==> src/hw/rtl/rrpr_pkg.sv <==
// ----------------------------------------------------------------------------
// rrpr_pkg: shared types and constants for the round-robin partition reader
// Field widths, default sizes, operation and register codes, queue entry kinds.
// ----------------------------------------------------------------------------
package rrpr_pkg;

    // Default sizes handed to the top level parameters.
    localparam int MAX_PARTITIONS_DEF = 16;
    localparam int OFFSET_BITS_DEF    = 32;

    // Fixed field widths of the ports.
    localparam int PART_W     = 4;
    localparam int COUNT_W    = 32;
    localparam int ACT_W      = 5;
    localparam int WIN_W      = 16;
    localparam int CFG_IDX_W  = 1;
    localparam int CFG_DATA_W = 16;

    // Largest active count that the 5-bit register can express.
    localparam int SCAN_MAX = 31;

    // Depth of the queue between front and back end.
    localparam int Q_DEPTH = 2;

    // Reset values of the configuration registers.
    localparam logic [ACT_W-1:0] ACT_RESET = 5'd16;
    localparam logic [WIN_W-1:0] WIN_RESET = 16'd16;

    typedef enum logic {
        OP_PULL      = 1'b0,
        OP_SET_COUNT = 1'b1
    } t_op;

    typedef enum logic [CFG_IDX_W-1:0] {
        CFG_ACTIVE_PARTITIONS = 1'b0,
        CFG_PREFETCH_WINDOW   = 1'b1
    } t_cfg_idx;

    // Kind of work handed from the front end to the back end.
    typedef enum logic [1:0] {
        Q_SET_COUNT = 2'd0,
        Q_PULL_HIT  = 2'd1,
        Q_PULL_MISS = 2'd2
    } t_q_kind;

    localparam int KIND_W = 2;

    typedef struct packed {
        logic empty;
        logic full;
    } t_q_stat;

    typedef enum logic {
        F_IDLE = 1'b0,
        F_PULL = 1'b1
    } t_front_state;

    typedef enum logic [1:0] {
        B_IDLE   = 2'd0,
        B_LOAD   = 2'd1,
        B_UPDATE = 2'd2
    } t_back_state;

endpackage

==> src/hw/rtl/round_robin_partition_reader_core.sv <==
// ----------------------------------------------------------------------------
// round_robin_partition_reader_core: round-robin reader over event partitions
// Tracks per-partition event counts, read offsets and prefetch marks, and
// hands out the next unread event in round-robin order with prefetch hints.
// ----------------------------------------------------------------------------
//
// Channel   Direction  Handshake                      Payload
// --------  ---------  -----------------------------  -----------------------------
// item in   input      i_start && !o_busy             i_operation, i_partition,
//                                                     i_event_count
// result    output     o_valid (one cycle, no stall)  o_found, o_chosen_partition,
//                                                     o_event_offset,
//                                                     o_prefetch_request,
//                                                     o_prefetch_base
// config    input      i_cfg_we                       i_cfg_index, i_cfg_wdata
//
// An accepted count update for a partition in range drops into the work
// queue; updates can follow each other every cycle until the queue fills, and
// the back end retires each one with a RAM read, then a compare and write.
// A pull waits until the queue and back end have drained so the nonempty bits
// are current and searches them combinationally; a hit then passes through the
// RAM read, the offset increment, and the mark update and write before its
// registered result, while a miss returns its result after the RAM read.
// While the stored pointer lies at or beyond the active count, every pull folds
// its scan start back by repeated subtraction; the pointer moves only on a hit.
// Reset is synchronous and active low; it clears the pointer, valid bits and
// nonempty bits at once, so there is no clearing pass. Results cannot be
// stalled: o_valid is a single-cycle strobe.
// ----------------------------------------------------------------------------
module round_robin_partition_reader_core #(
    parameter int MAX_PARTITIONS = rrpr_pkg::MAX_PARTITIONS_DEF,
    parameter int OFFSET_BITS    = rrpr_pkg::OFFSET_BITS_DEF
) (
    input  logic                              i_clk,
    input  logic                              i_rst_n,

    input  logic                              i_start,
    output logic                              o_busy,
    input  logic                              i_operation,
    input  logic [rrpr_pkg::PART_W-1:0]       i_partition,
    input  logic [rrpr_pkg::COUNT_W-1:0]      i_event_count,

    output logic                              o_valid,
    output logic                              o_found,
    output logic [rrpr_pkg::PART_W-1:0]       o_chosen_partition,
    output logic [rrpr_pkg::COUNT_W-1:0]      o_event_offset,
    output logic                              o_prefetch_request,
    output logic [rrpr_pkg::COUNT_W-1:0]      o_prefetch_base,

    input  logic                              i_cfg_we,
    input  logic [rrpr_pkg::CFG_IDX_W-1:0]    i_cfg_index,
    input  logic [rrpr_pkg::CFG_DATA_W-1:0]   i_cfg_wdata
);

    localparam int AW     = (MAX_PARTITIONS > 1) ? $clog2(MAX_PARTITIONS) : 1;
    localparam int SCAN_N = (MAX_PARTITIONS < rrpr_pkg::SCAN_MAX) ? MAX_PARTITIONS
                          : rrpr_pkg::SCAN_MAX;
    localparam int QW     = rrpr_pkg::KIND_W + AW + OFFSET_BITS;

    logic [rrpr_pkg::ACT_W-1:0] r_active;
    logic [rrpr_pkg::WIN_W-1:0] r_window;
    logic [rrpr_pkg::ACT_W-1:0] act_min1;
    logic [rrpr_pkg::ACT_W-1:0] active_n;

    logic                  q_push;
    logic [QW-1:0]         q_push_data;
    logic                  q_pop;
    logic [QW-1:0]         q_head;
    rrpr_pkg::t_q_stat     q_stat;
    logic                  back_idle;
    logic [SCAN_N-1:0]     nonempty;

    // Configuration registers; writes to unknown indexes drop.
    always_ff @(posedge i_clk) begin
        if (!i_rst_n) begin
            r_active <= rrpr_pkg::ACT_RESET;
            r_window <= rrpr_pkg::WIN_RESET;
        end else if (i_cfg_we) begin
            case (i_cfg_index)
                rrpr_pkg::CFG_ACTIVE_PARTITIONS: r_active <= i_cfg_wdata[rrpr_pkg::ACT_W-1:0];
                rrpr_pkg::CFG_PREFETCH_WINDOW:   r_window <= i_cfg_wdata;
                default: ;
            endcase
        end
    end

    // Effective active count: zero counts as one, clamp to the partition count.
    assign act_min1 = (r_active == '0) ? rrpr_pkg::ACT_W'(1) : r_active;
    assign active_n = ({4'b0, act_min1} > 9'(MAX_PARTITIONS))
                    ? rrpr_pkg::ACT_W'(MAX_PARTITIONS) : act_min1;

    rrpr_front #(
        .MAX_PARTITIONS (MAX_PARTITIONS),
        .OFFSET_BITS    (OFFSET_BITS)
    ) u_front (
        .i_clk         (i_clk),
        .i_rst_n       (i_rst_n),
        .i_start       (i_start),
        .i_operation   (i_operation),
        .i_partition   (i_partition),
        .i_event_count (i_event_count),
        .o_busy        (o_busy),
        .i_active_n    (active_n),
        .i_q_stat      (q_stat),
        .i_back_idle   (back_idle),
        .i_nonempty    (nonempty),
        .o_push        (q_push),
        .o_push_data   (q_push_data)
    );

    rrpr_queue #(
        .WIDTH (QW),
        .DEPTH (rrpr_pkg::Q_DEPTH)
    ) u_queue (
        .i_clk       (i_clk),
        .i_rst_n     (i_rst_n),
        .i_push      (q_push),
        .i_push_data (q_push_data),
        .i_pop       (q_pop),
        .o_head      (q_head),
        .o_stat      (q_stat)
    );

    rrpr_back #(
        .MAX_PARTITIONS (MAX_PARTITIONS),
        .OFFSET_BITS    (OFFSET_BITS)
    ) u_back (
        .i_clk              (i_clk),
        .i_rst_n            (i_rst_n),
        .i_q_head           (q_head),
        .i_q_stat           (q_stat),
        .o_pop              (q_pop),
        .o_idle             (back_idle),
        .o_nonempty         (nonempty),
        .i_window           (r_window),
        .o_valid            (o_valid),
        .o_found            (o_found),
        .o_chosen_partition (o_chosen_partition),
        .o_event_offset     (o_event_offset),
        .o_prefetch_request (o_prefetch_request),
        .o_prefetch_base    (o_prefetch_base)
    );

endmodule

==> src/hw/rtl/rrpr_ram.sv <==
// ----------------------------------------------------------------------------
// rrpr_ram: generic single-write, single-read RAM
// One write port and one read port; the read data is registered.
// ----------------------------------------------------------------------------
module rrpr_ram #(
    parameter int WIDTH = 32,
    parameter int DEPTH = 16
) (
    input  logic                                       i_clk,
    input  logic                                       i_we,
    input  logic [((DEPTH > 1) ? $clog2(DEPTH) : 1)-1:0] i_waddr,
    input  logic [WIDTH-1:0]                           i_wdata,
    input  logic                                       i_re,
    input  logic [((DEPTH > 1) ? $clog2(DEPTH) : 1)-1:0] i_raddr,
    output logic [WIDTH-1:0]                           o_rdata
);

    logic [WIDTH-1:0] r_mem [DEPTH];
    logic [WIDTH-1:0] r_rdata;

    always_ff @(posedge i_clk) begin
        if (i_we) begin
            r_mem[i_waddr] <= i_wdata;
        end
        if (i_re) begin
            r_rdata <= r_mem[i_raddr];
        end
    end

    assign o_rdata = r_rdata;

endmodule

==> src/hw/rtl/rrpr_queue.sv <==
// ----------------------------------------------------------------------------
// rrpr_queue: short work queue between front end and back end
// Register-based FIFO; head entry always visible, pop and push in the same cycle.
// ----------------------------------------------------------------------------
module rrpr_queue #(
    parameter int WIDTH = 8,
    parameter int DEPTH = rrpr_pkg::Q_DEPTH
) (
    input  logic                  i_clk,
    input  logic                  i_rst_n,
    input  logic                  i_push,
    input  logic [WIDTH-1:0]      i_push_data,
    input  logic                  i_pop,
    output logic [WIDTH-1:0]      o_head,
    output rrpr_pkg::t_q_stat     o_stat
);

    localparam int QAW = (DEPTH > 1) ? $clog2(DEPTH) : 1;
    localparam int QCW = $clog2(DEPTH + 1);

    logic [WIDTH-1:0] r_mem [DEPTH];
    logic [QAW-1:0]   r_wp;
    logic [QAW-1:0]   r_rp;
    logic [QCW-1:0]   r_cnt;
    logic [QAW-1:0]   n_wp;
    logic [QAW-1:0]   n_rp;
    logic [QCW-1:0]   n_cnt;
    logic             do_push;
    logic             do_pop;

    assign do_push = i_push && (r_cnt != QCW'(DEPTH));
    assign do_pop  = i_pop && (r_cnt != '0);

    always_comb begin
        n_wp  = r_wp;
        n_rp  = r_rp;
        n_cnt = r_cnt;
        if (do_push) begin
            n_wp = (r_wp == QAW'(DEPTH - 1)) ? '0 : r_wp + 1'b1;
        end
        if (do_pop) begin
            n_rp = (r_rp == QAW'(DEPTH - 1)) ? '0 : r_rp + 1'b1;
        end
        if (do_push && !do_pop) begin
            n_cnt = r_cnt + 1'b1;
        end else if (do_pop && !do_push) begin
            n_cnt = r_cnt - 1'b1;
        end
    end

    always_ff @(posedge i_clk) begin
        if (!i_rst_n) begin
            r_wp  <= '0;
            r_rp  <= '0;
            r_cnt <= '0;
        end else begin
            r_wp  <= n_wp;
            r_rp  <= n_rp;
            r_cnt <= n_cnt;
        end
    end

    always_ff @(posedge i_clk) begin
        if (do_push) begin
            r_mem[r_wp] <= i_push_data;
        end
    end

    assign o_head       = r_mem[r_rp];
    assign o_stat.empty = (r_cnt == '0);
    assign o_stat.full  = (r_cnt == QCW'(DEPTH));

endmodule

==> src/hw/rtl/rrpr_front.sv <==
// ----------------------------------------------------------------------------
// rrpr_front: item intake and round-robin partition search
// Decodes items, queues count updates, searches the nonempty bits for pulls.
// ----------------------------------------------------------------------------
module rrpr_front #(
    parameter int MAX_PARTITIONS = rrpr_pkg::MAX_PARTITIONS_DEF,
    parameter int OFFSET_BITS    = rrpr_pkg::OFFSET_BITS_DEF
) (
    input  logic                                  i_clk,
    input  logic                                  i_rst_n,
    input  logic                                  i_start,
    input  logic                                  i_operation,
    input  logic [rrpr_pkg::PART_W-1:0]           i_partition,
    input  logic [rrpr_pkg::COUNT_W-1:0]          i_event_count,
    output logic                                  o_busy,
    input  logic [rrpr_pkg::ACT_W-1:0]            i_active_n,
    input  rrpr_pkg::t_q_stat                     i_q_stat,
    input  logic                                  i_back_idle,
    input  logic [((MAX_PARTITIONS < rrpr_pkg::SCAN_MAX) ? MAX_PARTITIONS
                  : rrpr_pkg::SCAN_MAX)-1:0]      i_nonempty,
    output logic                                  o_push,
    output logic [rrpr_pkg::KIND_W
                  + ((MAX_PARTITIONS > 1) ? $clog2(MAX_PARTITIONS) : 1)
                  + OFFSET_BITS-1:0]              o_push_data
);

    localparam int AW     = (MAX_PARTITIONS > 1) ? $clog2(MAX_PARTITIONS) : 1;
    localparam int SCAN_N = (MAX_PARTITIONS < rrpr_pkg::SCAN_MAX) ? MAX_PARTITIONS
                          : rrpr_pkg::SCAN_MAX;
    localparam int PW     = (SCAN_N > 1) ? $clog2(SCAN_N) : 1;
    localparam int CW     = rrpr_pkg::ACT_W + 1;

    rrpr_pkg::t_front_state r_state;
    rrpr_pkg::t_front_state n_state;
    logic [PW-1:0]          r_ptr;
    logic [PW-1:0]          n_ptr;
    logic [PW-1:0]          r_scan;
    logic [PW-1:0]          n_scan;

    logic                   accept;
    logic                   is_set;
    logic [8:0]             part9;
    logic                   in_range;
    logic [AW-1:0]          set_addr;
    logic [OFFSET_BITS+rrpr_pkg::COUNT_W-1:0] count_ext;
    logic                   drained;
    logic [CW-1:0]          n_ext;
    logic [CW-1:0]          ptr_ext;
    logic                   ptr_high;
    logic [SCAN_N-1:0]      cand_all;
    logic [SCAN_N-1:0]      cand_hi;
    logic [SCAN_N-1:0]      cand;
    logic [SCAN_N-1:0]      lowest;
    logic [PW-1:0]          hit_idx;
    logic                   hit;
    logic [CW-1:0]          idx_inc;
    logic [AW+PW-1:0]       hit_addr_ext;

    assign accept    = i_start && !o_busy;
    assign is_set    = (i_operation == rrpr_pkg::OP_SET_COUNT);
    assign part9     = {5'b0, i_partition};
    assign in_range  = (part9 < 9'(MAX_PARTITIONS));
    assign set_addr  = part9[AW-1:0];
    assign count_ext = {{OFFSET_BITS{1'b0}}, i_event_count};
    assign drained   = i_q_stat.empty && i_back_idle;
    assign n_ext     = {1'b0, i_active_n};
    assign ptr_ext   = CW'(r_scan);
    assign ptr_high  = (ptr_ext >= n_ext);

    // Rotating priority search: first candidate at or after the scan start,
    // else the first candidate overall.
    always_comb begin
        for (int i = 0; i < SCAN_N; i++) begin
            cand_all[i] = i_nonempty[i] && (CW'(i) < n_ext);
            cand_hi[i]  = cand_all[i] && (CW'(i) >= ptr_ext);
        end
        cand   = (|cand_hi) ? cand_hi : cand_all;
        lowest = cand & (~cand + SCAN_N'(1));
        hit    = |cand;
        hit_idx = '0;
        for (int i = 0; i < SCAN_N; i++) begin
            if (lowest[i]) begin
                hit_idx = hit_idx | PW'(i);
            end
        end
    end

    assign idx_inc      = CW'(hit_idx) + CW'(1);
    assign hit_addr_ext = {{AW{1'b0}}, hit_idx};

    // Next state.
    always_comb begin
        n_state = r_state;
        case (r_state)
            rrpr_pkg::F_IDLE: begin
                if (accept && !is_set) begin
                    n_state = rrpr_pkg::F_PULL;
                end
            end
            rrpr_pkg::F_PULL: begin
                if (!ptr_high && drained) begin
                    n_state = rrpr_pkg::F_IDLE;
                end
            end
            default: n_state = rrpr_pkg::F_IDLE;
        endcase
    end

    // Outputs, pointer and scan start.
    always_comb begin
        o_busy      = (r_state != rrpr_pkg::F_IDLE) || i_q_stat.full;
        o_push      = 1'b0;
        o_push_data = '0;
        n_ptr       = r_ptr;
        n_scan      = r_scan;
        case (r_state)
            rrpr_pkg::F_IDLE: begin
                if (accept && is_set && in_range) begin
                    o_push      = 1'b1;
                    o_push_data = {rrpr_pkg::Q_SET_COUNT, set_addr,
                                   count_ext[OFFSET_BITS-1:0]};
                end else if (accept && !is_set) begin
                    // Start the scan from the stored pointer; the pointer
                    // itself only moves when a pull finds an event.
                    n_scan = r_ptr;
                end
            end
            rrpr_pkg::F_PULL: begin
                if (ptr_high) begin
                    // Fold the scan start back below the active count.
                    n_scan = PW'(ptr_ext - n_ext);
                end else if (drained) begin
                    o_push = 1'b1;
                    if (hit) begin
                        o_push_data = {rrpr_pkg::Q_PULL_HIT, hit_addr_ext[AW-1:0],
                                       {OFFSET_BITS{1'b0}}};
                        n_ptr = (idx_inc == n_ext) ? '0 : idx_inc[PW-1:0];
                    end else begin
                        o_push_data = {rrpr_pkg::Q_PULL_MISS, {AW{1'b0}},
                                       {OFFSET_BITS{1'b0}}};
                    end
                end
            end
            default: ;
        endcase
    end

    always_ff @(posedge i_clk) begin
        if (!i_rst_n) begin
            r_state <= rrpr_pkg::F_IDLE;
            r_ptr   <= '0;
            r_scan  <= '0;
        end else begin
            r_state <= n_state;
            r_ptr   <= n_ptr;
            r_scan  <= n_scan;
        end
    end

endmodule

==> src/hw/rtl/rrpr_back.sv <==
// ----------------------------------------------------------------------------
// rrpr_back: per-partition state update and result generation
// Holds counts, offsets and marks in RAM; keeps the nonempty bits current.
// ----------------------------------------------------------------------------
module rrpr_back #(
    parameter int MAX_PARTITIONS = rrpr_pkg::MAX_PARTITIONS_DEF,
    parameter int OFFSET_BITS    = rrpr_pkg::OFFSET_BITS_DEF
) (
    input  logic                                  i_clk,
    input  logic                                  i_rst_n,
    input  logic [rrpr_pkg::KIND_W
                  + ((MAX_PARTITIONS > 1) ? $clog2(MAX_PARTITIONS) : 1)
                  + OFFSET_BITS-1:0]              i_q_head,
    input  rrpr_pkg::t_q_stat                     i_q_stat,
    output logic                                  o_pop,
    output logic                                  o_idle,
    output logic [((MAX_PARTITIONS < rrpr_pkg::SCAN_MAX) ? MAX_PARTITIONS
                  : rrpr_pkg::SCAN_MAX)-1:0]      o_nonempty,
    input  logic [rrpr_pkg::WIN_W-1:0]            i_window,
    output logic                                  o_valid,
    output logic                                  o_found,
    output logic [rrpr_pkg::PART_W-1:0]           o_chosen_partition,
    output logic [rrpr_pkg::COUNT_W-1:0]          o_event_offset,
    output logic                                  o_prefetch_request,
    output logic [rrpr_pkg::COUNT_W-1:0]          o_prefetch_base
);

    localparam int AW     = (MAX_PARTITIONS > 1) ? $clog2(MAX_PARTITIONS) : 1;
    localparam int SCAN_N = (MAX_PARTITIONS < rrpr_pkg::SCAN_MAX) ? MAX_PARTITIONS
                          : rrpr_pkg::SCAN_MAX;
    localparam int OB     = OFFSET_BITS;
    localparam int QW     = rrpr_pkg::KIND_W + AW + OB;
    localparam int SUMW   = OB + rrpr_pkg::WIN_W + 1;
    localparam int OW     = rrpr_pkg::COUNT_W;

    rrpr_pkg::t_back_state r_state;
    rrpr_pkg::t_back_state n_state;
    rrpr_pkg::t_q_kind     r_kind;
    rrpr_pkg::t_q_kind     n_kind;
    rrpr_pkg::t_q_kind     head_kind;
    logic [AW-1:0]         r_addr;
    logic [AW-1:0]         n_addr;
    logic [AW-1:0]         head_addr;
    logic [OB-1:0]         r_data;
    logic [OB-1:0]         n_data;
    logic                  r_cnt_vq;
    logic                  n_cnt_vq;
    logic                  r_ofs_vq;
    logic                  n_ofs_vq;
    logic [OB-1:0]         r_off;
    logic [OB-1:0]         n_off;
    logic [OB-1:0]         r_nxt;
    logic [OB-1:0]         n_nxt;
    logic [OB-1:0]         r_mark;
    logic [OB-1:0]         n_mark;
    logic [OB-1:0]         r_cnt;
    logic [OB-1:0]         n_cnt;
    logic [MAX_PARTITIONS-1:0] r_cnt_vld;
    logic [MAX_PARTITIONS-1:0] n_cnt_vld;
    logic [MAX_PARTITIONS-1:0] r_ofs_vld;
    logic [MAX_PARTITIONS-1:0] n_ofs_vld;
    logic [SCAN_N-1:0]     r_ne;
    logic [SCAN_N-1:0]     n_ne;

    logic                  r_valid;
    logic                  n_valid;
    logic                  r_found;
    logic                  n_found;
    logic [rrpr_pkg::PART_W-1:0] r_part;
    logic [rrpr_pkg::PART_W-1:0] n_part;
    logic [OW-1:0]         r_offset;
    logic [OW-1:0]         n_offset;
    logic                  r_pf;
    logic                  n_pf;
    logic [OW-1:0]         r_pf_start;
    logic [OW-1:0]         n_pf_start;

    logic                  ram_re;
    logic                  cnt_we;
    logic                  ofs_we;
    logic [OB-1:0]         cnt_rd;
    logic [2*OB-1:0]       ofs_rd;
    logic [2*OB-1:0]       ofs_wdata;
    logic [OB-1:0]         ld_off;
    logic [OB-1:0]         ld_mark;
    logic [OB-1:0]         ld_cnt;
    logic                  ne_we;
    logic                  ne_val;
    logic                  pf_hit;
    logic [SUMW-1:0]       mark_sum;
    logic [OB-1:0]         mark_sat;
    logic [OB-1:0]         mark_new;
    logic [OB+OW-1:0]      off_ext;
    logic [OB+OW-1:0]      nxt_ext;
    logic [AW+rrpr_pkg::PART_W-1:0] part_ext;

    assign head_kind = rrpr_pkg::t_q_kind'(i_q_head[QW-1 -: rrpr_pkg::KIND_W]);
    assign head_addr = i_q_head[OB +: AW];

    // Offset and mark share one row; counts sit in a RAM of their own.
    rrpr_ram #(
        .WIDTH (OB),
        .DEPTH (MAX_PARTITIONS)
    ) u_cnt_ram (
        .i_clk   (i_clk),
        .i_we    (cnt_we),
        .i_waddr (r_addr),
        .i_wdata (r_data),
        .i_re    (ram_re),
        .i_raddr (head_addr),
        .o_rdata (cnt_rd)
    );

    rrpr_ram #(
        .WIDTH (2 * OB),
        .DEPTH (MAX_PARTITIONS)
    ) u_ofs_ram (
        .i_clk   (i_clk),
        .i_we    (ofs_we),
        .i_waddr (r_addr),
        .i_wdata (ofs_wdata),
        .i_re    (ram_re),
        .i_raddr (head_addr),
        .o_rdata (ofs_rd)
    );

    // Entries never written read as zero.
    assign ld_off  = r_ofs_vq ? ofs_rd[2*OB-1:OB] : '0;
    assign ld_mark = r_ofs_vq ? ofs_rd[OB-1:0]    : '0;
    assign ld_cnt  = r_cnt_vq ? cnt_rd            : '0;

    // Prefetch mark: one window past the advanced offset, saturating.
    assign pf_hit    = (r_nxt >= r_mark);
    assign mark_sum  = SUMW'(r_nxt) + SUMW'(i_window);
    assign mark_sat  = (|mark_sum[SUMW-1:OB]) ? {OB{1'b1}} : mark_sum[OB-1:0];
    assign mark_new  = pf_hit ? mark_sat : r_mark;
    assign ofs_wdata = {r_nxt, mark_new};

    assign off_ext  = {{OW{1'b0}}, r_off};
    assign nxt_ext  = {{OW{1'b0}}, r_nxt};
    assign part_ext = {{rrpr_pkg::PART_W{1'b0}}, r_addr};

    // Next state.
    always_comb begin
        n_state = r_state;
        case (r_state)
            rrpr_pkg::B_IDLE: begin
                if (!i_q_stat.empty) begin
                    n_state = rrpr_pkg::B_LOAD;
                end
            end
            rrpr_pkg::B_LOAD: begin
                n_state = (r_kind == rrpr_pkg::Q_PULL_HIT) ? rrpr_pkg::B_UPDATE
                                                           : rrpr_pkg::B_IDLE;
            end
            rrpr_pkg::B_UPDATE: n_state = rrpr_pkg::B_IDLE;
            default:            n_state = rrpr_pkg::B_IDLE;
        endcase
    end

    // Datapath and outputs.
    always_comb begin
        o_pop      = 1'b0;
        ram_re     = 1'b0;
        cnt_we     = 1'b0;
        ofs_we     = 1'b0;
        ne_we      = 1'b0;
        ne_val     = 1'b0;
        n_kind     = r_kind;
        n_addr     = r_addr;
        n_data     = r_data;
        n_cnt_vq   = r_cnt_vq;
        n_ofs_vq   = r_ofs_vq;
        n_off      = r_off;
        n_nxt      = r_nxt;
        n_mark     = r_mark;
        n_cnt      = r_cnt;
        n_cnt_vld  = r_cnt_vld;
        n_ofs_vld  = r_ofs_vld;
        n_valid    = 1'b0;
        n_found    = r_found;
        n_part     = r_part;
        n_offset   = r_offset;
        n_pf       = r_pf;
        n_pf_start = r_pf_start;
        case (r_state)
            rrpr_pkg::B_IDLE: begin
                if (!i_q_stat.empty) begin
                    o_pop    = 1'b1;
                    ram_re   = 1'b1;
                    n_kind   = head_kind;
                    n_addr   = head_addr;
                    n_data   = i_q_head[OB-1:0];
                    n_cnt_vq = r_cnt_vld[head_addr];
                    n_ofs_vq = r_ofs_vld[head_addr];
                end
            end
            rrpr_pkg::B_LOAD: begin
                case (r_kind)
                    rrpr_pkg::Q_SET_COUNT: begin
                        cnt_we            = 1'b1;
                        n_cnt_vld[r_addr] = 1'b1;
                        ne_we             = 1'b1;
                        ne_val            = (ld_off < r_data);
                    end
                    rrpr_pkg::Q_PULL_HIT: begin
                        n_off  = ld_off;
                        n_nxt  = ld_off + 1'b1;
                        n_mark = ld_mark;
                        n_cnt  = ld_cnt;
                    end
                    default: begin
                        // Nothing to read anywhere: all-zero result.
                        n_valid    = 1'b1;
                        n_found    = 1'b0;
                        n_part     = '0;
                        n_offset   = '0;
                        n_pf       = 1'b0;
                        n_pf_start = '0;
                    end
                endcase
            end
            rrpr_pkg::B_UPDATE: begin
                ofs_we            = 1'b1;
                n_ofs_vld[r_addr] = 1'b1;
                ne_we             = 1'b1;
                ne_val            = (r_nxt < r_cnt);
                n_valid           = 1'b1;
                n_found           = 1'b1;
                n_part            = part_ext[rrpr_pkg::PART_W-1:0];
                n_offset          = off_ext[OW-1:0];
                n_pf              = pf_hit;
                n_pf_start        = pf_hit ? nxt_ext[OW-1:0] : '0;
            end
            default: ;
        endcase
    end

    always_comb begin
        n_ne = r_ne;
        for (int i = 0; i < SCAN_N; i++) begin
            if (ne_we && (r_addr == AW'(i))) begin
                n_ne[i] = ne_val;
            end
        end
    end

    always_ff @(posedge i_clk) begin
        if (!i_rst_n) begin
            r_state   <= rrpr_pkg::B_IDLE;
            r_cnt_vld <= '0;
            r_ofs_vld <= '0;
            r_ne      <= '0;
            r_valid   <= 1'b0;
        end else begin
            r_state   <= n_state;
            r_cnt_vld <= n_cnt_vld;
            r_ofs_vld <= n_ofs_vld;
            r_ne      <= n_ne;
            r_valid   <= n_valid;
        end
    end

    always_ff @(posedge i_clk) begin
        r_kind     <= n_kind;
        r_addr     <= n_addr;
        r_data     <= n_data;
        r_cnt_vq   <= n_cnt_vq;
        r_ofs_vq   <= n_ofs_vq;
        r_off      <= n_off;
        r_nxt      <= n_nxt;
        r_mark     <= n_mark;
        r_cnt      <= n_cnt;
        r_found    <= n_found;
        r_part     <= n_part;
        r_offset   <= n_offset;
        r_pf       <= n_pf;
        r_pf_start <= n_pf_start;
    end

    assign o_idle             = (r_state == rrpr_pkg::B_IDLE);
    assign o_nonempty         = r_ne;
    assign o_valid            = r_valid;
    assign o_found            = r_found;
    assign o_chosen_partition = r_part;
    assign o_event_offset     = r_offset;
    assign o_prefetch_request = r_pf;
    assign o_prefetch_base    = r_pf_start;

endmodule
==> config.mk <==
export PLATFORM = sky130hd
export DESIGN_NAME = round_robin_partition_reader_core
export DESIGN_NICKNAME = d
export VERILOG_FILES = /design/src/hw/rtl/rrpr_pkg.sv /design/src/hw/rtl/round_robin_partition_reader_core.sv /design/src/hw/rtl/rrpr_ram.sv /design/src/hw/rtl/rrpr_queue.sv /design/src/hw/rtl/rrpr_front.sv /design/src/hw/rtl/rrpr_back.sv
export SDC_FILE = /design/constraint.sdc
export NUM_CORES = 2
export LEC_CHECK = 0
export BUFFER_PORTS_ARGS = -buffer_cell sky130_fd_sc_hd__buf_4
export CORE_ASPECT_RATIO = 0.75
export CORE_UTILIZATION = 59
export CTS_BUF_LIST = sky130_fd_sc_hd__clkbuf_8
export DETAILED_ROUTE_END_ITERATION = 6
export GPL_TIMING_DRIVEN = 0
export HOLD_SLACK_MARGIN = 0.03
export PLACE_DENSITY = 0.78
export SETUP_SLACK_MARGIN = 0.02
export SLEW_MARGIN = 20
export SYNTH_ARGS = -nofsm -noshare
export SYNTH_HDL_FRONTEND = slang
export SYNTH_SLANG_ARGS = --single-unit
==> constraint.sdc <==
create_clock -name i_clk -period 3.9 [get_ports i_clk]
set_input_delay 0.78 -clock i_clk [delete_from_list [all_inputs] [get_ports i_clk]]
set_output_delay 0.78 -clock i_clk [all_outputs]
set_load 0.02 [all_outputs]
After elaboration in Yosys (flattened, before gate mapping) --
Memory sizes are Yosys's and may differ from the RTL's. A register that Yosys moved wholly into a read port is not among the register bits. Index checks and enable logic that the tools add are counted.
Word-level totals: bits in registers 323, latch bits 0, memory bits (writable) 1612, ROM bits 0, input bits 58, output and inout port bits 72, word-level logic and storage cells 292, memories kept 3
Operators by class: $add $sub $neg 9, $mul 0, div/mod/pow operators 0, order comparisons 41, eq/ne operators 26, shift operators 0, mux-type cells 78, bitwise operators 8, reduce and logical (&&, ||, !) cells 85
Memory list:
- u_back.u_ofs_ram.r_mem | words 16, bits a word 64, rd ports 1, clocked after memory_dff 1, write ports 1, line rrpr_ram.sv:18 | logic [WIDTH-1:0] r_mem [DEPTH];
- u_back.u_cnt_ram.r_mem | words 16, bits a word 32, rd ports 1, clocked after memory_dff 1, write ports 1, line rrpr_ram.sv:18
- u_queue.r_mem | words 2, bits a word 38, rd ports 1, clocked after memory_dff 1, write ports 1, line rrpr_queue.sv:21 | logic [WIDTH-1:0] r_mem [DEPTH];
Operators with widths (number):
- 32-bit two-way mux | 5
- 32-bit one-hot mux with 2 select lines | 2
- 38-bit two-way mux | 3
- 38-bit one-hot mux with 2 select lines | 1
- 32-bit less-than comparator | 2
- 1-bit logical AND | 59
- 4-bit two-way mux | 13
- 4-bit by 5-bit less-than comparator with 1-bit output (first input constant) | 8
- 36-bit two-way mux | 1
- 32-bit by 16-bit adder with 33-bit output | 1
- 32-bit by 1-bit adder with 32-bit output (second input constant) | 1
- 4-bit == test (second input constant) | 8
- 32-bit greater-or-equal comparator | 1
- 4-bit greater-or-equal comparator (first input constant) | 8
- 16-bit bitwise OR | 2
- 16-bit OR reduction | 2
- 1-bit two-way mux | 27
- 3-bit by 5-bit less-than comparator with 1-bit output (first input constant) | 4
- 17-bit OR reduction | 1
- 16-bit by 1-bit adder with 16-bit output (second input constant) | 1
- 16-bit bitwise AND | 1
- 4-bit by 3-bit == test with 1-bit output (second input constant) | 4
- 3-bit by 4-bit greater-or-equal comparator with 1-bit output (first input constant) | 4
- 16-bit two-way mux | 1
- 40 further kinds | 87

Longest topological paths before layout --
depth after elaboration 31, depth in mapped cells 18, depth with buffers taken out 15

Hierarchy --
A second synthesis with hierarchy kept.
Second synthesis, totals: cell total of the unflattened synthesis 4360, area total of the unflattened synthesis 81441.9 µm²
Modules (own cells, without submodules):
- rrpr_ram at u_back.u_ofs_ram | instances 1, cells each 1647, area an instance 40222.3 µm², seq. area each 32671.3 µm²
- rrpr_ram at u_back.u_cnt_ram | instances 1, cells each 838, area an instance 20174.3 µm², seq. area each 16335.7 µm²
- rrpr_back | instances 1, cells each 1300, area an instance 14928.1 µm², seq. area each 8167.8 µm²
- rrpr_queue | instances 1, cells each 143, area an instance 2971.6 µm², seq. area each 2382.3 µm²
- rrpr_front | instances 1, cells each 335, area an instance 2240.9 µm², seq. area each 180.2 µm²
- round_robin_partition_reader_core | instances 1, cells each 97, area an instance 904.6 µm², seq. area each 420.4 µm²

Least setup slack after synthesis --
Ideal clock, no wire load.
path type register to register, start reg r_active[4] in the netlist's numbering, end mem u_queue.r_mem[0][0] in the netlist's numbering, enable pin, setup time 0.438 ns, arrival time 3.862 ns, required time 3.462 ns, path slack -0.399 ns, cell stages (with the launch flop) 13, buffers on the path 3, clock period less this slack 4.299 ns, cell sequence dfxtp_1 buf_6 clkbuf_1 buf_2 nor2_1 ha_1 o21ai_0 nand2b_1 a21o_1 a21oi_1 o211ai_1 nand2b_1 nor2b_1
On the way: word-level cells in the longest chain between the ends 10
RTL lines:
- start, declared | line round_robin_partition_reader_core.sv:60 | logic [rrpr_pkg::ACT_W-1:0] r_active;
- start signal, assigned | line round_robin_partition_reader_core.sv:76 | r_active <= rrpr_pkg::ACT_RESET;
- start signal, assigned | line round_robin_partition_reader_core.sv:80 | rrpr_pkg::CFG_ACTIVE_PARTITIONS: r_active <= i_cfg_wdata[rrpr_pkg::ACT_W-1:0];
- 5-bit logical NOT | line round_robin_partition_reader_core.sv:88 | assign act_min1 = (r_active == '0) ? rrpr_pkg::ACT_W'(1) : r_active;
- 5-bit two-way mux (*) | line round_robin_partition_reader_core.sv:88
- 5-bit greater-than comparator | line round_robin_partition_reader_core.sv:89 | assign active_n = ({4'b0, act_min1} > 9'(MAX_PARTITIONS))
- 5-bit two-way mux (*) | line round_robin_partition_reader_core.sv:90 | ? rrpr_pkg::ACT_W'(MAX_PARTITIONS) : act_min1;
- 4-bit by 5-bit greater-or-equal comparator with 1-bit output (*) | line rrpr_front.sv:68 | assign ptr_high = (ptr_ext >= n_ext);
- 1-bit two-way mux (*) | line rrpr_front.sv:129 | if (ptr_high) begin
- 1-bit one-hot mux with 2 select lines (*) | line rrpr_front.sv:116 | case (r_state)
- 1-bit logical AND (*) | line rrpr_queue.sv:31 | assign do_push = i_push && (r_cnt != QCW'(DEPTH));
- net u_queue.do_push | line rrpr_queue.sv:28 | logic do_push;
- 1-bit two-way mux (*) | line rrpr_queue.sv:64 | if (do_push) begin
- 1-bit two-way mux (implied by the code) (*) | line rrpr_queue.sv:65 | r_mem[r_wp] <= i_push_data;
- end, declared | line rrpr_queue.sv:21
Mark *: on every way through the listed nets, which the timed path passes. The rest lies on a longest branch.

Final worst setup path --
start reg r_active[4] in the netlist's numbering, end reg u_front.r_ptr[3]
On the way: word-level cells in the longest chain between the ends 30, elaborated cells on any way between the ends 79, classes of those cells 2 x add/sub; 18 x order compare; 1 x eq/ne; 19 x mux; 3 x bitwise; 36 x reduce/logical
RTL lines:
- 5-bit logical NOT | line round_robin_partition_reader_core.sv:88
- 5-bit two-way mux (*) | line round_robin_partition_reader_core.sv:88
- 5-bit greater-than comparator | line round_robin_partition_reader_core.sv:89
- 5-bit two-way mux (*) | line round_robin_partition_reader_core.sv:90
- 1-bit by 5-bit less-than comparator with 1-bit output, or another cell as far along | line rrpr_front.sv:74 | cand_all[i] = i_nonempty[i] && (CW'(i) < n_ext);
- 1-bit logical AND | line rrpr_front.sv:74
- 1-bit logical AND | line rrpr_front.sv:75 | cand_hi[i] = cand_all[i] && (CW'(i) >= ptr_ext);
- 16-bit OR reduction | line rrpr_front.sv:77 | cand = (|cand_hi) ? cand_hi : cand_all;
- [... 3 more ...]
- 16-bit bitwise AND | line rrpr_front.sv:78 | lowest = cand & (~cand + SCAN_N'(1));
- 1-bit two-way mux | line rrpr_front.sv:82 | if (lowest[i]) begin
- 2-bit two-way mux (2 in a row) | line rrpr_front.sv:82
- 3-bit two-way mux (4 in a row) | line rrpr_front.sv:82
- 4-bit two-way mux (8 in a row) | line rrpr_front.sv:82
- 4-bit by 1-bit adder with 5-bit output | line rrpr_front.sv:88 | assign idx_inc = CW'(hit_idx) + CW'(1);
- 5-bit == test | line rrpr_front.sv:137 | n_ptr = (idx_inc == n_ext) ? '0 : idx_inc[PW-1:0];
- 4-bit two-way mux | line rrpr_front.sv:137
- end signal, assigned | line rrpr_front.sv:155 | r_ptr <= n_ptr;
- end, declared | line rrpr_front.sv:35 | logic [PW-1:0] r_ptr;
Mark *: on every way between the ends. The rest lies on a longest branch, timed or not. A chain may end at the register's enable or synchronous reset.

==> impl_metrics.prom <==
# TYPE chip_impl_metric gauge
chip_impl_info{name="status",value="finished with violations"} 1
chip_impl_info{name="failed_checks",value="DRC, setup timing"} 1
chip_impl_metric{name="clock_power_share",unit="%"} 26.5
chip_impl_metric{name="max-vdd-ir-drop",unit="mV"} 0.578
chip_impl_metric{name="intPower",unit="uW"} 40300
chip_impl_metric{name="yosys.cell_types.count",unit=""} 91
chip_impl_info{name="critPathKind",value="flip-flop to flip-flop"} 1
chip_impl_metric{name="worst_ep_arrival_time",unit="ps"} 4940
chip_impl_metric{name="worst_slew_margin_rel",unit="%"} 20.2
chip_impl_metric{name="numCtsBuffers",unit=""} 311
chip_impl_metric{name="io_port_bufs",unit=""} 128
chip_impl_metric{name="synth-seq-cells",unit=""} 2032
chip_impl_metric{name="timing.hold.ws",unit="ps"} 69.1
chip_impl_metric{name="met2_routed_wl",unit="mm"} 106
chip_impl_metric{name="area_delta_synth_final",unit="%"} 15.7
chip_impl_metric{name="synth_async_sr_flop_share",unit="%"} 0
chip_impl_metric{name="p_total",unit="uW"} 61700
chip_impl_info{name="cp_cell_sequence",value="or4_4 -> buf_4 -> a221oi_1 -> or4b_1 -> o211ai_2 -> o31ai_4 -> buf_4 -> buf_4 -> o32ai_4 -> ha_4 -> nand3b_1 -> nor3_2 -> a31oi_2 -> a2111oi_4 -> o21ai_1"} 1
chip_impl_metric{name="maximum_root_to_sink_buffer_count",unit=""} 4
chip_impl_metric{name="hpwl",unit="mm"} 169
chip_impl_metric{name="antenna_found_initial",unit=""} 14
chip_impl_metric{name="route.vias.total",unit=""} 59000
chip_impl_metric{name="initial_utilization",unit="%"} 59.4
chip_impl_metric{name="placed_area",unit="um2"} 88200
chip_impl_metric{name="power_frac_seq",unit="%"} 46.6
chip_impl_metric{name="number_of_standard_cell_rows_in_the_floorplan",unit=""} 119
chip_impl_metric{name="whs_path_depth",unit=""} 2
chip_impl_metric{name="p_switching",unit="uW"} 21400
chip_impl_metric{name="syn-num-nets",unit=""} 6695
chip_impl_metric{name="dr.first_iter.drc_count",unit=""} 9628
chip_impl_metric{name="finalWeightedCongestion",unit=""} 0.950
chip_impl_metric{name="io_count",unit=""} 130
chip_impl_metric{name="power_density",unit="nW/um2"} 640
chip_impl_metric{name="report.final.setup_viol",unit=""} 331
chip_impl_metric{name="route.detailed.wl_per_inst",unit="um"} 27.7
chip_impl_metric{name="setup_slack",unit="ps"} -174
chip_impl_metric{name="post_route_cells_drive_above_1_share",unit="%"} 13.1
chip_impl_metric{name="synthesis.instances",unit=""} 6514
chip_impl_metric{name="vias_per_cell",unit=""} 6.39
chip_impl_info{name="timing.rr.end",value="u_front.r_ptr[3]$_SDFFE_PN0P_"} 1
chip_impl_metric{name="crit_path_max_fanout",unit=""} 9
chip_impl_metric{name="routedLengthMet1",unit="mm"} 94.2
chip_impl_metric{name="die-area",unit="um2"} 143000
chip_impl_metric{name="routed-wl-met3",unit="mm"} 43.3
chip_impl_metric{name="syn-cell-area",unit="um2"} 83300
chip_impl_metric{name="fin_crit_sh",unit="%"} 104
chip_impl_metric{name="drt_pre_antenna_iters",unit=""} 7
chip_impl_metric{name="final.setup.tns",unit="ps"} -13510
chip_impl_info{name="critical_path.startpoint_type",value="flip-flop"} 1
chip_impl_metric{name="grt_first_pass_wirelength",unit="mm"} 361
chip_impl_metric{name="max_slew.worst_pin.slew",unit="ps"} 1200
chip_impl_metric{name="die_width",unit="um"} 436
chip_impl_metric{name="finalMaxSlewViolations",unit=""} 0
chip_impl_metric{name="globalRoute.totalOverflow",unit=""} 0
chip_impl_info{name="highest_layer",value="met5"} 1
chip_impl_metric{name="placement.setup.worst_slack",unit="ps"} -1710
chip_impl_info{name="holdPathEnd",value="u_queue.r_mem[0][18]$_DFFE_PP_"} 1
chip_impl_metric{name="finalWorstPathRequiredPeriod",unit="ps"} 4070
chip_impl_metric{name="achievable-frequency",unit="MHz"} 245
chip_impl_metric{name="share_comb_of_total_power",unit="%"} 26.9
chip_impl_info{name="critPathLaunch",value="r_active[4]$_SDFFE_PN1P_"} 1
chip_impl_info{name="grt_setup_unrepaired",value="yes"} 1
chip_impl_metric{name="minimum_setup_slack_among_reg_to_reg_paths",unit="ps"} -170
chip_impl_metric{name="fin_skew",unit="ps"} 93.1
chip_impl_metric{name="count_of_flip_flops_with_a_built_in_enable_after_synthesis",unit=""} 1946
chip_impl_metric{name="netSwitchingFraction",unit="%"} 34.6
chip_impl_info{name="hold_start",value="i_event_count[18]"} 1
chip_impl_info{name="cp_slowest_cell",value="sky130_fd_sc_hd__or4_4"} 1
chip_impl_metric{name="worst_ep_required_time",unit="ps"} 4770
chip_impl_metric{name="fp.dieH",unit="um"} 327
chip_impl_info{name="tritoncts_clock_tree",value="done"} 1
chip_impl_metric{name="drv.max_cap_violation_count",unit=""} 0
chip_impl_metric{name="grt_max_degree",unit=""} 91
chip_impl_metric{name="synth_warnings",unit=""} 0
chip_impl_metric{name="ys_seq_area_share",unit="%"} 72.2
chip_impl_metric{name="number_of_global_route_vias_before_repair",unit=""} 55100
chip_impl_metric{name="clkLatencyLatePin",unit="ps"} 1070
chip_impl_info{name="cp_common_cell",value="sky130_fd_sc_hd__buf_4"} 1
chip_impl_metric{name="design_area",unit="um2"} 96400
chip_impl_metric{name="timing.critical_path.slowest_cell_delay",unit="ps"} 570
chip_impl_metric{name="routed_wl",unit="mm"} 256
chip_impl_metric{name="ant_nets",unit=""} 0
chip_impl_metric{name="final_hold_viol_count",unit=""} 0
chip_impl_metric{name="clk_pin_slew",unit="ps"} 70
chip_impl_info{name="dominantRegCellSynth",value="sky130_fd_sc_hd__edfxtp_1"} 1
chip_impl_info{name="crit-reg2reg-launch",value="r_active[4]$_SDFFE_PN1P_"} 1
chip_impl_info{name="timing.hold.worst.class",value="input port to flip-flop"} 1
chip_impl_metric{name="tritoncts_num_sinks",unit=""} 2032
chip_impl_metric{name="syn-mean-instance-area",unit="um2"} 12.8
chip_impl_info{name="cts-root-buf",value="sky130_fd_sc_hd__clkbuf_8"} 1
chip_impl_metric{name="total_global_route_track_usage",unit="%"} 34.8
chip_impl_info{name="critical_path.endpoint_type",value="flip-flop"} 1
chip_impl_metric{name="drc",unit=""} 17
chip_impl_metric{name="reported_leakage_power",unit="uW"} 0.0346
chip_impl_metric{name="r2r_cells",unit=""} 15
chip_impl_metric{name="core-area",unit="um2"} 140000
chip_impl_metric{name="ctsHtreeMaxLevel",unit=""} 5
chip_impl_metric{name="final_nets",unit=""} 7325
## layout by cell type, fill, tap and decap left out, types with 13 or more instances in the layout
| cell | count |
|---|---|
| sky130_fd_sc_hd__a21boi_0 | 20 |
| sky130_fd_sc_hd__a21o_1 | 47 |
| sky130_fd_sc_hd__a21oi_1 | 53 |
| sky130_fd_sc_hd__a21oi_4 | 23 |
| sky130_fd_sc_hd__a311oi_1 | 194 |
| sky130_fd_sc_hd__a31oi_1 | 114 |
| sky130_fd_sc_hd__and2_1 | 172 |
| sky130_fd_sc_hd__and3_1 | 141 |
| sky130_fd_sc_hd__buf_1 | 23 |
| sky130_fd_sc_hd__buf_12 | 70 |
| sky130_fd_sc_hd__buf_16 | 22 |
| sky130_fd_sc_hd__buf_4 | 185 |
| sky130_fd_sc_hd__buf_6 | 21 |
| sky130_fd_sc_hd__clkbuf_1 | 311 |
| sky130_fd_sc_hd__clkbuf_2 | 46 |
| sky130_fd_sc_hd__clkbuf_8 | 327 |
| sky130_fd_sc_hd__clkinv_1 | 54 |
| sky130_fd_sc_hd__clkinv_2 | 31 |
| sky130_fd_sc_hd__dfxtp_1 | 83 |
| sky130_fd_sc_hd__diode_2 | 15 |
| sky130_fd_sc_hd__dlygate4sd3_1 | 13 |
| sky130_fd_sc_hd__edfxtp_1 | 1946 |
| sky130_fd_sc_hd__ha_1 | 115 |
| sky130_fd_sc_hd__inv_1 | 226 |
| sky130_fd_sc_hd__mux2_2 | 35 |
| sky130_fd_sc_hd__nand2_1 | 1674 |
| sky130_fd_sc_hd__nand3_1 | 820 |
| sky130_fd_sc_hd__nand4_1 | 17 |
| sky130_fd_sc_hd__nor2_1 | 76 |
| sky130_fd_sc_hd__nor2_4 | 26 |
| sky130_fd_sc_hd__nor2b_1 | 27 |
| sky130_fd_sc_hd__o211ai_1 | 14 |
| sky130_fd_sc_hd__o21a_1 | 37 |
| sky130_fd_sc_hd__o21ai_0 | 47 |
| sky130_fd_sc_hd__xnor2_1 | 33 |
| sky130_fd_sc_hd__xor2_1 | 25 |
## worst max-delay path by stage
stage	depth (start not counted)	slack, ps	endpoint
2_1_floorplan	15	-30	u_back.u_ofs_ram.r_mem[0][10]$_DFFE_PP_
3_3_place_gp	15	-2990	u_back.u_ofs_ram.r_mem[12][21]$_DFFE_PP_
3_5_place_dp	15	-1710	u_back.u_ofs_ram.r_mem[13][12]$_DFFE_PP_
4_1_cts	17	-190	u_front.r_ptr[2]$_SDFFE_PN0P_
5_1_grt	17	-330	u_front.r_ptr[1]$_SDFFE_PN0P_
6_report	15	-170	u_front.r_ptr[3]$_SDFFE_PN0P_
## through the flow
step | utilization (%) | instances
after floorplan | - | 6514
after detailed placement | 62.9 | 8573
after global placement | 61.8 | 8517
after CTS | 68.1 | 9182
final | 68.7 | 9241
after global routing | 68.7 | 9227
## worst max-delay path: cells and delay by family (launching register included)
kind                       cells  cell delay (ps)
buffers and inverters          3              480
DFF                            1              380
AOI/OAI and AO/OA              7             1380
adders and majority gates      1              270
and+or+nand+nor                4             1430
## state kept, by name, indices dropped and copies added (netlist names), 5 cells and up, named ones only
| name | count |
|---|---|
| u_back.o_event_offset | 32 |
| u_back.r_nxt | 32 |
| u_back.u_cnt_ram.o_rdata | 32 |
| u_back.r_ofs_vld | 16 |
| u_back.r_data | 32 |
| u_back.r_off | 32 |
| r_active | 5 |
| u_back.u_ofs_ram.r_mem | 1024 |
| u_back.u_ofs_ram.o_rdata | 64 |
| u_back.r_cnt | 32 |
| u_back.r_cnt_vld | 16 |
| u_back.r_mark | 32 |
| u_back.o_prefetch_base | 32 |
| u_queue.r_mem | 76 |
| u_back.o_nonempty | 16 |
| r_window | 16 |
| u_back.u_cnt_ram.r_mem | 512 |
## cell usage after synthesis, drive strengths merged, types with 7 or more instances
cell type  number  area, um2
a21boi         23        173
xnor2          35        314
a21o           47        353
dfxtp          86       1720
nand3         821       4110
nand2        1675       6290
or2            10       62.6
nand4          18        119
and3          150        938
clkbuf        374       1400
o21ai          65        325
nand2b         11       68.8
a21oi          80        408
xor2           28        245
nor2b          28        175
nor2          108        405
ha            121       1510
buf            31        138
o211ai         15        118
mux2           36        405
a311oi        197       1730
a31oi         119        751
a211oi          7       52.6
inv           135        507
o21a           38        285
nor3           16       85.1
or3             8       55.1
edfxtp       1946      58400
mux2i          14        140
and2          184       1150
o22a            7       61.3
## layout make-up
cell class | instances | area [um2]
Sequential cell | 2032 | 60200
Fill cell | 9250 | 43800
Multi-Input combinational cell | 3948 | 22300
Clock buffer | 325 | 4470
Timing Repair Buffer | 315 | 3850
Tap cell | 1875 | 2350
Buffer | 400 | 1700
Clock inverter | 195 | 1020
Inverter | 136 | 523
Antenna cell | 15 | 37.5
## metal layers
layer  up-vias  GRT usage (%)
met2      4726           48.4
met1     28500           48.9
li1      25100              -
met3       700           13.2
met4        10           15.7
met5         -              0
## power groups by stage
stage                     Combinational, uW  Sequential [uW]  Clock [uW]
after CTS                             15400            28700       16300
after floorplan                        8000            28700           0
after global placement                12700            28700           0
final                                 16600            28800       16400
after detailed placement              14300            29200           0
after global routing                  17400            28800       17200
## repair_timing
action                     CTS  global route
hold buffers                13             0
pin swaps                   39            41
cloned                       2             9
setup endpoints to repair  679           679
setup buffers               78            46
hold endpoints to repair    25             0
gates resized for setup    164            93
## cell families after synthesis
family                     after synthesis  share of synthesized area [%]
xor gates and xnor gates                63                          0.671
and+or+nand+nor                       3051                           16.4
adders and majority gates              123                           1.87
muxes                                   50                          0.655
AOI/OAI and AO/OA                      654                           5.79
buffers and inverters                  541                           2.46
DFF                                   2032                           72.2
No activity file was read; power rests on OpenSTA's default activity.
